<file path="src/rtl/vcrd_pkg.sv">
// Shared types and constants of the vector clock race detector.
`timescale 1ns / 1ps

package vcrd_pkg;

    // Parameter defaults
    localparam int THREADS_DEF       = 4;
    localparam int CLOCK_BITS_DEF    = 16;
    localparam int LOCATION_BITS_DEF = 10;

    // Fixed port widths
    localparam int THR_W  = 2;
    localparam int SLOT_W = 16;
    localparam int VEC_W  = 4 * SLOT_W;
    localparam int LOC_W  = 10;

    // Result buffer
    localparam int MAX_RESULTS = 4;
    localparam int CNT_W       = 3;

    // Access kinds
    localparam logic CMD_READ  = 1'b0;
    localparam logic CMD_WRITE = 1'b1;

    // One race report: the earlier access that conflicts
    typedef struct packed {
        logic [THR_W-1:0]  thr;
        logic [SLOT_W-1:0] clk;
        logic              was_write;
    } t_report;

    // Races found for one item, in reporting order
    typedef struct packed {
        logic [CNT_W-1:0]                count;
        t_report [MAX_RESULTS-1:0]       rep;
    } t_race_list;

endpackage

</file>
<file path="src/rtl/vcrd_results.sv">
// Result buffer: holds the reports of one item and hands them out in order.
`timescale 1ns / 1ps

module vcrd_results (
    input  logic                        i_clk,
    input  logic                        i_rst_n,
    input  logic                        i_load,
    input  vcrd_pkg::t_race_list        i_list,
    input  logic                        i_now_write,
    input  logic [vcrd_pkg::LOC_W-1:0]  i_location,
    output logic                        o_free,
    output logic                        o_out_valid,
    input  logic                        i_out_ready,
    output logic                        o_race_found,
    output logic [vcrd_pkg::THR_W-1:0]  o_prior_thread,
    output logic [vcrd_pkg::SLOT_W-1:0] o_prior_clock,
    output logic                        o_prior_was_write,
    output logic                        o_now_is_write,
    output logic [vcrd_pkg::LOC_W-1:0]  o_race_location,
    output logic                        o_last
);

    localparam int NR = vcrd_pkg::MAX_RESULTS;

    logic [vcrd_pkg::CNT_W-1:0]   r_count, n_count;
    vcrd_pkg::t_report [NR-1:0]   r_rep, n_rep;
    logic                         r_found, n_found;
    logic                         r_now_write, n_now_write;
    logic [vcrd_pkg::LOC_W-1:0]   r_loc, n_loc;
    logic                         w_pop;

    assign w_pop  = o_out_valid && i_out_ready;
    // empty at the next edge, so a new item may be taken now
    assign o_free = (r_count == '0) || ((r_count == vcrd_pkg::CNT_W'(1)) && i_out_ready);

    // load a fresh item, or shift out the head report
    always_comb begin
        n_count     = r_count;
        n_rep       = r_rep;
        n_found     = r_found;
        n_now_write = r_now_write;
        n_loc       = r_loc;
        if (i_load) begin
            n_count     = (i_list.count == '0) ? vcrd_pkg::CNT_W'(1) : i_list.count;
            n_rep       = i_list.rep;
            n_found     = (i_list.count != '0);
            n_now_write = i_now_write;
            n_loc       = i_location;
        end else if (w_pop) begin
            n_count = r_count - 1'b1;
            for (int i = 0; i < NR - 1; i++) begin
                n_rep[i] = r_rep[i+1];
            end
            n_rep[NR-1] = '0;
        end
    end

    always_ff @(posedge i_clk) begin
        if (!i_rst_n) begin
            r_count <= '0;
        end else begin
            r_count <= n_count;
        end
    end

    always_ff @(posedge i_clk) begin
        r_rep       <= n_rep;
        r_found     <= n_found;
        r_now_write <= n_now_write;
        r_loc       <= n_loc;
    end

    assign o_out_valid       = (r_count != '0);
    assign o_last            = (r_count == vcrd_pkg::CNT_W'(1));
    assign o_race_found      = r_found;
    assign o_prior_thread    = r_rep[0].thr;
    assign o_prior_clock     = r_rep[0].clk;
    assign o_prior_was_write = r_rep[0].was_write;
    assign o_now_is_write    = r_now_write;
    assign o_race_location   = r_loc;

    // a new item only lands in an empty buffer
    a_load_empty: assert property (@(posedge i_clk) disable iff (!i_rst_n)
        i_load |-> (r_count == '0))
        else $error("result buffer loaded while not empty");

    a_load_shows: assert property (@(posedge i_clk) disable iff (!i_rst_n)
        i_load |=> o_out_valid)
        else $error("loaded item gives no result");

    a_count_max: assert property (@(posedge i_clk) disable iff (!i_rst_n)
        r_count <= vcrd_pkg::CNT_W'(NR))
        else $error("result count beyond buffer depth");

endmodule
</file>
<file path="config.mk">
export PLATFORM = sky130hd
export DESIGN_NAME = vcrd_results
export DESIGN_NICKNAME = d
export VERILOG_FILES = /design/src/rtl/vcrd_pkg.sv /design/src/rtl/vcrd_results.sv
export SDC_FILE = /design/constraint.sdc
export NUM_CORES = 1
export LEC_CHECK = 0
export BUFFER_PORTS_ARGS = -buffer_cell sky130_fd_sc_hd__buf_4
export CAP_MARGIN = 15
export CORE_MARGIN = 4
export CORE_UTILIZATION = 50
export DETAILED_ROUTE_END_ITERATION = 12
export PLACE_DENSITY = 0.8
export SKIP_CTS_REPAIR_TIMING = 1
export SYNTH_ARGS = -nofsm -noshare
export SYNTH_HDL_FRONTEND = slang
export SYNTH_SLANG_ARGS = --single-unit
</file>
<file path="constraint.sdc">
create_clock -name i_clk -period 3.25 [get_ports i_clk]
set_input_delay 0.65 -clock i_clk [delete_from_list [all_inputs] [get_ports i_clk]]
set_output_delay 0.65 -clock i_clk [all_outputs]
set_load 0.01 [all_outputs]
</file>
* Word-level counts from Yosys, hierarchy flattened
Index checks and enable logic that the tools add are counted.
Word-level totals: bits in registers 91, latch bits 0, bits in writable memories 0, bits in read-only memories 0, input port bits 94, output and inout bits 34, memories kept 0
Operators by class: add/sub/neg operators 1, multiply operators 0, div/mod/pow operators 0, order comparisons 0, eq/ne operators 1, shift-type cells 0, muxes and demuxes 5, bitwise operators 0, reductions and logical operators 8
Operators with widths (count):
- 2-to-1 mux 76 bit | 2
- 2-to-1 mux 3 bit | 3
- zero test 3 bit | 2
- nonzero test 3 bit | 2
- == test 3 x 1 -> 1 bit (second input constant) | 1
- subtractor 3 x 1 -> 3 bit (second input constant) | 1
- logical AND 1 bit | 2
- nonzero test 2 bit | 1
- logical OR 1 bit | 1

* Longest topological paths before layout
depth after elaboration 4, gate-level depth with buffers 6, mapped depth without buffers 5

* Worst setup path after synthesis
OpenSTA, ideal clock, no wires.
kind input-to-reg, start point input port i_load, end point register r_rep, in the netlist o_prior_clock[0] (enable), library setup time 433 ps, arrival time 2612 ps, required time 2817 ps, path slack 206 ps, stages 3, cells stage by stage buf_2 > clkbuf_1 > a21o_1
Between the ends: cells in the longest elaborated chain, start to end 1
Ends and longest elaborated chain:
- start: declaration | RTL line vcrd_results.sv:7 | input logic i_load,
- nonzero test 2 bit (no source line)
- end signal: assignment | RTL line vcrd_results.sv:67 | r_rep <= n_rep;
- end: declaration | RTL line vcrd_results.sv:26 | vcrd_pkg::t_report [NR-1:0] r_rep, n_rep;
Every way passes these cells. A chain may end at the register's enable or synchronous reset.

* Final worst setup path
start point register r_count[0] (netlist name), end point output port o_free
Between the ends: cells in the longest elaborated chain, start to end 3
Ends and longest elaborated chain:
- start: declaration | RTL line vcrd_results.sv:25 | logic [vcrd_pkg::CNT_W-1:0] r_count, n_count;
- start signal: assignment | RTL line vcrd_results.sv:62 | r_count <= n_count;
- == test 3 x 1 -> 1 bit | RTL line vcrd_results.sv:34 | assign o_free = (r_count == '0) || ((r_count == vcrd_pkg::CNT_W'(1)) && i_out_ready);
- logical AND 1 bit | RTL line vcrd_results.sv:34
- logical OR 1 bit (*) | RTL line vcrd_results.sv:34
- end: declaration | RTL line vcrd_results.sv:11 | output logic o_free,
Mark *: on every way between the ends. The rest lies on a longest branch, timed or not.

==> impl_results.md <==
* DR iter-0 viols at 79
* DP HPWL at a little over 5000 um
* Number of port buffers at 127
* Die Wd at 95.7 um
* Post-layout util at 67.0%
* Final hold violation count at 0
* HP Start: i_location[3]
* Share of the synthesized area in the top cell type at 68.8%
* Asr flop ratio synth at 0%
* Worst Setup End Kind: output port
* Critical path startpoint category: flip-flop
* H-tree levels at 3
* Fill cells at 573
* PwrDens at 518 nW/um2
* Die area at 9150 um2
* Clk root buf: clkbuf_8
* Layout Nets at 430
* Antenna cell count at 0
* Cell Rows at 31
* CP required at roughly 2600 ps
* Clock transition at path regs at 90 ps
* RSZ-0062 raised after global routing: false
* Clock period minus worst slack at 2120 ps
* Hold path depth at 1
* Mapped Avg Cell Area at 17.4 um2
* Clock Latency Late Sink at 350 ps
* Fraction of final layout cells sized beyond drive strength 1 at a little under three fifths
* Fin crit share at around 65%
* Critical path class: flip-flop to output port
* Reg2Reg Launch Point: r_count[0]
* GR Overflow Total at 0
* GP Congestion at 0.770
* Final setup TNS at 0 ps
* Cells on worst reg2reg path at 4
* DRT Wirelength at 7130 um
* Post-synthesis instance total at approximately 220
* Max VDD drop at 242 uV
* Synth unique cells at 28
* First-pass DRT Iterations at 4
* Drt drc at 0
* Most frequent cells in the layout: buf_4 (129), edfxtp_1 (88), mux2_2 (44)
* Leakage at 2.01 nW
* DR vias at 2102
* Max FO, Critical Path at 7
* Area contributors post-synth: edfxtp_1 (69%), mux2_2 (13%), buf_4 (4.3%)
* Non-filler cells, final at 437
* Initial core utilization at 52.2%
* Clk buf depth at 2
* Min-delay worst type: input pin to flip-flop
* Die height at 95.7 um
* Worst r2r dst: r_rep[52]
* WP data arrival at roughly 1500 ps
* Global-route wire length before repair at 10500 um
* Synth Flop Type: edfxtp_1
* Status: finished, final reports clean
* Clock Skew at 9.77 ps
* Antenna violations before repair at 0
* Synthesized cell area at 3840 um2
* Slew Limit Fails at 0
* CTS tree: done
* Largest net degree at the start of global routing at 77
* Post-synthesis register bit count at approximately 90
* Flop-to-flop setup slack at 1190 ps
* Cts bufs inserted at 9
* Worst-margin pin slew at about 900 ps
* Remaining antenna violation count at 0
* Placed Cells at 421
* Commonest non-fill, non-tap cell in the layout: buf_4
* Area leader, netlist: edfxtp_1
* CTS sink cnt at 91
* Max-cap violation count at 0
* Synth Net Count at 318
* # setup viols final at 0
* YS warnings at 0
* Vias in the first global route at 2202
* WL per Instance at 16.3 um
* Post-synth EDFFs at 88
* Worst hold endpoint: o_race_location[3]
* Layout area overhead at 28.4%
* CORE AREA at about 7400 um2
* Register area share after synthesis at 70.3%
* Drt via density at 4.81
* FMAX at 472 MHz
* Global Route Usage Sum at 15.7%
* # IOs at 128
* Slew HR at 39.8%
## power breakdown
part	leakage, nW	internal [W]	switching (W)	total [W]
sequential	0.918	0.00144	0.0000342	0.00147
combinational	0.990	0.000200	0.000143	0.000343
clock	0.103	0.000354	0.000387	0.000741
total	2.01	0.00199	0.000564	0.00256
## cell type report
| class | count | area (um2) | area share, % |
|---|---|---|---|
| repair buffers | 129 | 968 | 19.6 |
| flip-flops and latches | 91 | 2700 | 54.8 |
| inverters | 3 | 11.3 | 0.228 |
| multi-input cells | 99 | 938 | 19.0 |
| well taps | 99 | 124 | 2.51 |
| clock inverters | 7 | 67.6 | 1.37 |
| clock buffers | 9 | 124 | 2.51 |
## per-stage QoR
step	power [W]	cell area, um2	hold slack [ps]	setup WS, ps
after floorplan	0.00169	3840	501	206
after global placement	0.00183	4740	510	976
after detailed placement	0.00185	4740	517	938
after CTS	0.00257	4940	457	1130
after global routing	0.00266	4940	443	1020
final	0.00256	4940	465	1130
## worst max-delay path by stage
stage / startpoint / end / slack (ps)
after global routing: r_count[0] / o_free / 1020
after floorplan: i_load / o_prior_clock[0] / 210
after detailed placement: i_load / o_prior_clock[4] / 940
final: r_count[0] / o_free / 1130
after global placement: i_load / r_rep[20] / 980
after CTS: r_count[0] / o_free / 1130
## sequential cells by signal (all words and copies together), names as in the netlist
register / cells
o_prior_clock: 16
r_count: 3
o_prior_thread: 2
o_race_found: 1
o_race_location: 10
r_rep: 57
o_now_is_write: 1
o_prior_was_write: 1
## layer usage
layer	vias up	share of wire, %	GRT usage (%)
met4	0	3.0	9.00
li1	1029	-	-
met5	-	0	0
met2	66	55	28.7
met1	992	36	17.0
met3	15	5.5	2.68
## Yosys cell counts, types with 2 or more instances
library cell / n
and2_1: 19
buf_2: 3
buf_4: 22
clkbuf_1: 2
dfxtp_1: 3
edfxtp_1: 88
ha_1: 3
inv_1: 3
mux2_1: 13
mux2_2: 44
nand2_1: 2
nor2_1: 2
nor2b_1: 2
## worst max-delay path, stage by stage (launching register included)
cell and delay (ps):
dfxtp_1 380, inv_1 80, ha_1 220, nand2b_1 210
nand2_1 80, buf_4 150
## cell families after synthesis
group / synth area share [%]
mux: 16.7
simple gates: 5.18
fa+ha+maj: 0.977
compound gates: 1.37
flops: 70.3
buf+inv: 5.47
Note: power is estimated with default switching activity, not from simulation.
