`config.mk`:
```
export PLATFORM = sky130hd
export DESIGN_NAME = vcrd_check
export DESIGN_NICKNAME = d
export VERILOG_FILES = /design/src/rtl/vcrd_pkg.sv /design/src/rtl/vcrd_check.sv
export SDC_FILE = /design/constraint.sdc
export NUM_CORES = 1
export LEC_CHECK = 0
export ABC_CLOCK_PERIOD_IN_PS = 6140
export CAP_MARGIN = 20
export CORE_MARGIN = 4
export CORE_UTILIZATION = 40
export DETAILED_ROUTE_END_ITERATION = 10
export DONT_BUFFER_PORTS = 1
export GPL_TIMING_DRIVEN = 0
export PLACE_DENSITY = 0.51
export RECOVER_POWER = 100
export SYNTH_ARGS = -nofsm -noshare
export SYNTH_HDL_FRONTEND = slang
export SYNTH_SLANG_ARGS = --single-unit
```
`constraint.sdc`:
```
create_clock -name vclk -period 6.14
set_clock_uncertainty 0.15 [all_clocks]
set_input_delay 0.614 -clock vclk [all_inputs]
set_output_delay 0.614 -clock vclk [all_outputs]
set_load 0.01 [all_outputs]
```
`src/rtl/vcrd_pkg.sv`:
```
// Shared types and constants of the vector clock race detector.
`timescale 1ns / 1ps

package vcrd_pkg;

    // Parameter defaults
    localparam int THREADS_DEF       = 4;
    localparam int CLOCK_BITS_DEF    = 16;
    localparam int LOCATION_BITS_DEF = 10;

    // Fixed port widths
    localparam int THR_W  = 2;
    localparam int SLOT_W = 16;
    localparam int VEC_W  = 4 * SLOT_W;
    localparam int LOC_W  = 10;

    // Result buffer
    localparam int MAX_RESULTS = 4;
    localparam int CNT_W       = 3;

    // Access kinds
    localparam logic CMD_READ  = 1'b0;
    localparam logic CMD_WRITE = 1'b1;

    // One race report: the earlier access that conflicts
    typedef struct packed {
        logic [THR_W-1:0]  thr;
        logic [SLOT_W-1:0] clk;
        logic              was_write;
    } t_report;

    // Races found for one item, in reporting order
    typedef struct packed {
        logic [CNT_W-1:0]                count;
        t_report [MAX_RESULTS-1:0]       rep;
    } t_race_list;

endpackage

```
`src/rtl/vcrd_check.sv`:
```
// Race evaluation and shadow entry update for one access.
`timescale 1ns / 1ps

module vcrd_check #(
    parameter int THREADS    = vcrd_pkg::THREADS_DEF,
    parameter int CLOCK_BITS = vcrd_pkg::CLOCK_BITS_DEF,
    localparam int RD_W      = THREADS * CLOCK_BITS
) (
    input  logic                       i_is_write,
    input  logic [vcrd_pkg::THR_W-1:0] i_thread,
    input  logic [vcrd_pkg::VEC_W-1:0] i_vec,
    input  logic [vcrd_pkg::THR_W-1:0] i_we_thr,
    input  logic [CLOCK_BITS-1:0]      i_we_clk,
    input  logic [RD_W-1:0]            i_rd,
    output vcrd_pkg::t_race_list       o_list,
    output logic                       o_update,
    output logic [vcrd_pkg::THR_W-1:0] o_new_we_thr,
    output logic [CLOCK_BITS-1:0]      o_new_we_clk,
    output logic [RD_W-1:0]            o_new_rd
);

    localparam int SW = vcrd_pkg::SLOT_W;
    localparam int NC = vcrd_pkg::MAX_RESULTS + 1;
    localparam logic [vcrd_pkg::THR_W:0] THR_LIM = (vcrd_pkg::THR_W + 1)'(THREADS);

    logic [CLOCK_BITS-1:0] w_slot [4];
    logic [CLOCK_BITS-1:0] w_own;
    logic                  w_thr_ok;
    logic                  w_wr_hit;
    vcrd_pkg::t_report     w_cand [NC];
    logic [NC-1:0]         w_flag;

    // clocks of the current vector, one per thread
    for (genvar g = 0; g < 4; g++) begin : g_slot
        assign w_slot[g] = i_vec[g*SW +: CLOCK_BITS];
    end

    assign w_thr_ok = {1'b0, i_thread} < THR_LIM;
    assign w_own    = w_slot[i_thread];
    assign o_update = w_thr_ok;

    // earlier write races unless ordered before this access
    assign w_wr_hit = w_thr_ok && (i_we_thr != i_thread) && (i_we_clk != '0)
                      && (w_slot[i_we_thr] <= i_we_clk);

    // candidates: read entries in thread order, then the write epoch
    always_comb begin
        logic [CLOCK_BITS-1:0] rc;
        logic                  hit;
        w_flag   = '0;
        o_new_rd = '0;
        for (int p = 0; p < vcrd_pkg::MAX_RESULTS; p++) begin
            w_cand[p] = '0;
        end
        for (int p = 0; p < THREADS; p++) begin
            rc  = i_rd[p*CLOCK_BITS +: CLOCK_BITS];
            hit = (vcrd_pkg::THR_W'(p) != i_thread) && (rc != '0)
                  && (w_slot[p] <= rc);
            w_cand[p].thr       = vcrd_pkg::THR_W'(p);
            w_cand[p].clk       = SW'(rc);
            w_cand[p].was_write = 1'b0;
            w_flag[p]           = hit && w_thr_ok && (i_is_write == vcrd_pkg::CMD_WRITE);
            // a read keeps only the entries it does not subsume
            if (vcrd_pkg::THR_W'(p) == i_thread) begin
                o_new_rd[p*CLOCK_BITS +: CLOCK_BITS] = w_own;
            end else if (hit) begin
                o_new_rd[p*CLOCK_BITS +: CLOCK_BITS] = rc;
            end
        end
        if (i_is_write == vcrd_pkg::CMD_WRITE) begin
            o_new_rd = '0;
        end
        w_cand[NC-1].thr       = i_we_thr;
        w_cand[NC-1].clk       = SW'(i_we_clk);
        w_cand[NC-1].was_write = 1'b1;
        w_flag[NC-1]           = w_wr_hit;
    end

    // pack the races found into reporting order
    always_comb begin
        logic [vcrd_pkg::CNT_W-1:0] pos;
        pos    = '0;
        o_list = '0;
        for (int i = 0; i < NC; i++) begin
            if (w_flag[i] && (pos < vcrd_pkg::CNT_W'(vcrd_pkg::MAX_RESULTS))) begin
                o_list.rep[pos[1:0]] = w_cand[i];
                pos = pos + 1'b1;
            end
        end
        o_list.count = pos;
    end

    // new write epoch: own one on a write, unchanged on a read
    assign o_new_we_thr = (i_is_write == vcrd_pkg::CMD_WRITE) ? i_thread : i_we_thr;
    assign o_new_we_clk = (i_is_write == vcrd_pkg::CMD_WRITE) ? w_own : i_we_clk;

endmodule

```
; ---- Yosys cells after proc, flatten, opt, wreduce, memory -nomap -nowiden
; Index checks and enable logic that the tools add are counted.
[word_totals]
ff_bits = 0
latchBits = 0
mem_bits_rw = 0
romBits = 0
mem_count = 0
[classes]
add_sub_neg = 4
mul = 0
div_mod_pow = 0
n_lt_le_gt_ge = 19
n_eq_ne = 7
shifts = 0
mux = 39
n_bitwise = 2
n_reduce_logical = 29
[ops]
columns = op, n
row1 = $bwmux W76, 4
row2 = $mux W76, 4
row3 = $mux W16, 13
row4 = $demux W19 S2, 4
row5 = $le A16 B16 Y1, 5
row6 = $reduce_bool A16 Y1, 5
row7 = $mux W19, 4
row8 = $bmux W16 S2, 2
row9 = $mux W64, 1
row10 = $logic_and A1 B1 Y1, 22
row11 = $mux W17, 1
row12 = $add A3 B1 Y3 const B, 4
row13 = $lt A2 B3 Y1 const B, 4
row14 = $lt A3 B3 Y1 const B, 4
row15 = $mux W3, 4
row16 = $ge A2 B1 Y1 const B, 4
row17 = $ge A3 B3 Y1 const B, 2
row18 = $not A2 Y3, 2
row19 = $eq A2 B2 Y1 const A, 2
row20 = $ne A2 B2 Y1 const A, 2
row21 = $eq A1 B2 Y1 const A, 1
row22 = $logic_not A2 Y1, 1
row23 = $mux W2, 1
row24 = $ne A1 B2 Y1 const A, 1
row25 = other kinds (3), 3

; ---- Logic depth before layout (Yosys ltp)
[depth]
depth_word = 20
ltp_mapped = 21
mapped_depth_nobuf = 18

; ---- Worst setup path before layout
; No wires, ideal clock.
[synth_timing]
kind = input -> output
start = input port i_rd[31]
end = output port o_list[29] (netlist name)
arrival_ns = 4.598
required_time_ns = 5.376
path_slack_ns = 0.778
path_stages = 21
n_path_buf = 5
path_cell_list = inv_1 -> ha_1 -> nand4_1 -> nor3_1 -> or3_1 -> o31ai_2 -> buf_4 -> clkbuf_1 -> nand2_1 -> ha_1 -> and3_4 -> buf_6 -> buf_2 -> inv_1 -> ha_1 -> nand4_1 -> a21oi_2 -> nor4b_2 -> nand2_4 -> buf_6 -> mux2i_1
[synth_rtl]
columns = item, line
row1 = from (decl), vcrd_check.sv:14  ; input logic [RD_W-1:0] i_rd,
row2 = to (decl), vcrd_check.sv:15  ; output vcrd_pkg::t_race_list o_list,

==> results_dict.tcl <==
set metrics [dict create \
    leakage_nw 3.326 \
    ir_drop_mv 0.07681 \
    whs_path_depth 1 \
    vias 7675 \
    drive_gt1_share_pct 11.36 \
    yosysTopAreaCell "ha_1" \
    met2_length_um 16630 \
    cellPowerDensity_mw_per_mm2 118.4 \
    crit_path_start_kind "input pin" \
    regArea_um2 0 \
    std_cell_rows 46 \
    cts_hold_buf 0 \
    seq_area_frac_synth_pct 0 \
    pre_cts_ws_ns -0.5333 \
    highest_layer "met4" \
    hold_viol 0 \
    fin_ws_ns 0.1877 \
    drv_slew 0 \
    grt_max_degree 20 \
    dr.pass1.iters 5 \
    wl_per_cell_um 31.05 \
    min_to "o_list[20]" \
    drc 0 \
    ys_types 67 \
    wl_um 34590 \
    relSlewSlack_pct 36.94 \
    overflow 0 \
    wl_met3_um 3110 \
    finalCritPeriodShare_pct 96.94 \
    drtIter0Drc 732 \
    arrival_ns 5.19 \
    ant_nets 0 \
    start_util_pct 41.33 \
    design.die.area_mm2 0.01872 \
    grt_util_all_layers_pct 34.97 \
    hold_path.startpoint "i_we_clk[0]" \
    crit_path_max_fanout 19 \
    synth_most_common_cell "inv_1" \
    ys_top_cells_by_count "inv_1 (97), a22oi_1 (94), ha_1 (91), nor2_1 (89), mux2i_1 (67)" \
    setup.worst_path.end_class "output pin" \
    yosysTopAreaCellShare_pct 17.16 \
    rsz0062_at_grt "false" \
    stdcell_count 1114 \
    worst_pin_slew_ns 0.9459 \
    setup_violations 0 \
    avgSynthCellArea_um2 7.407 \
    die_w_um 136.8 \
    crit_start "i_rd[29]" \
    pin_count 311 \
    antenna_found_initial 0 \
    io_buffers 0 \
    gp_congestion 0.9412 \
    setup_tns_ns 0 \
    die_h_um 136.8 \
    synth-warning-count 0 \
    total_power_mw 0.8282 \
    grt_pass1_wl_um 48950 \
    period_minus_slack_ns 5.952 \
    hp-class "input pin to output pin" \
    outcome "finished clean" \
    met1_length_um 13980 \
    grt_pass1_vias 7266 \
    cp.required_ns 5.38 \
    fin_nets 1140 \
    path_class "input pin to output pin" \
    synth_area_mm2 0.006636 \
    synthesis.instances 896 \
    drv_cap 0 \
    vias_per_cell 6.890 \
    clock_buffers 0 \
    core-area_mm2 0.01606 \
    seq_cells 0 \
    syn2layout_area_growth_pct 5.430 \
    post-dp-hpwl_um 29400 \
    fmax_mhz 168.0 \
    dp_cells 1112 \
    diodes 0 \
    syn_nets 1136 \
    yosys-top-cells-area "ha_1 (17%), mux4_2 (11%), a22oi_1 (11%), mux2i_1 (10%), inv_1 (5.5%)" \
]
## report_power, final
part,switching [mW],total [mW],internal (mW)
Combinational,0.526,0.828,0.302
Clock,0,0,0
Sequential,0,0,0
Total,0.526,0.828,0.302
## per-stage QoR
| step | hold WS [ns] | utilization [%] | cell area, µm² |
|---|---|---|---|
| after global placement | 1.240 | 43.01 | 6907 |
| final | 1.239 | 43.57 | 6997 |
| after detailed placement | 1.237 | 43.01 | 6907 |
| after global routing | 1.240 | 43.57 | 6997 |
| after floorplan | 1.226 | - | 6636 |
| after CTS | 1.241 | 43.36 | 6963 |
## layer usage
metal  track usage, %  vias up
met4            6.929        0
met3            6.544       51
met5                0        -
met1            45.91     3742
li1                 -     3422
met2            60.10      460
## cells in the final DEF (no fill, tap or decap), types with 16 or more instances in the layout
cell | netlist | layout
inv_1 | 97 | 97
a22oi_1 | 94 | 94
ha_1 | 91 | 90
nor2_1 | 89 | 89
mux2i_1 | 67 | 58
nand2_1 | 41 | 41
nand3_1 | 39 | 39
clkbuf_1 | 33 | 37
mux4_2 | 32 | 32
a21oi_1 | 31 | 31
o31ai_1 | 30 | 30
o21ai_0 | 25 | 24
nor4_1 | 21 | 22
nor3_1 | 21 | 21
buf_2 | 24 | 20
and3_1 | 18 | 19
nand4_1 | 15 | 16
a32o_1 | 16 | 16
## cell type report
type,count,area (µm²)
plain buffers,70,350.3
fillers,1713,9061
inverters,98,367.9
multi-input cells,727,5986
well taps,216,270.3
repair buffers,3,22.52
## repair_timing
item                       4_1_cts  5_1_grt
resized for setup               12       22
pin swaps                        0        1
setup buffers                    0        2
setup endpoints to repair       78       69
## cell families after synthesis
family	Yosys count	share of synthesized area [%]
simple gates	288	22.62
compound gates	236	26.41
buf+inv	169	10.82
fa+ha+maj	91	17.16
mux	106	22.15
xor+xnor	5	0.7732
other cells	1	0.05651
## how the worst max path moves through the flow
stage	slack, ns	endpoint
after detailed placement	-0.53	o_list[17]
final	0.19	o_list[18]
after global placement	-0.55	o_list[18]
after global routing	0.03	o_list[10]
after floorplan	0.78	o_list[29]
after CTS	0.001	o_list[30]
## worst max-delay path, cell delays in order
cell      delay (ns)
inv_1           0.12
ha_1            0.27
a211o_1         0.30
a21oi_1         0.22
o311ai_1        0.20
o31ai_2         0.34
buf_6           0.26
nand2_1         0.12
ha_2            0.46
and3_1          0.19
buf_6           0.14
buf_2           0.24
inv_1           0.07
ha_1            0.27
nand4_1         0.13
a21oi_4         0.28
nor4b_4         0.10
nand2_4         0.23
buf_6           0.22
mux2i_2         0.40
No activity file was read; power rests on OpenSTA's default activity.
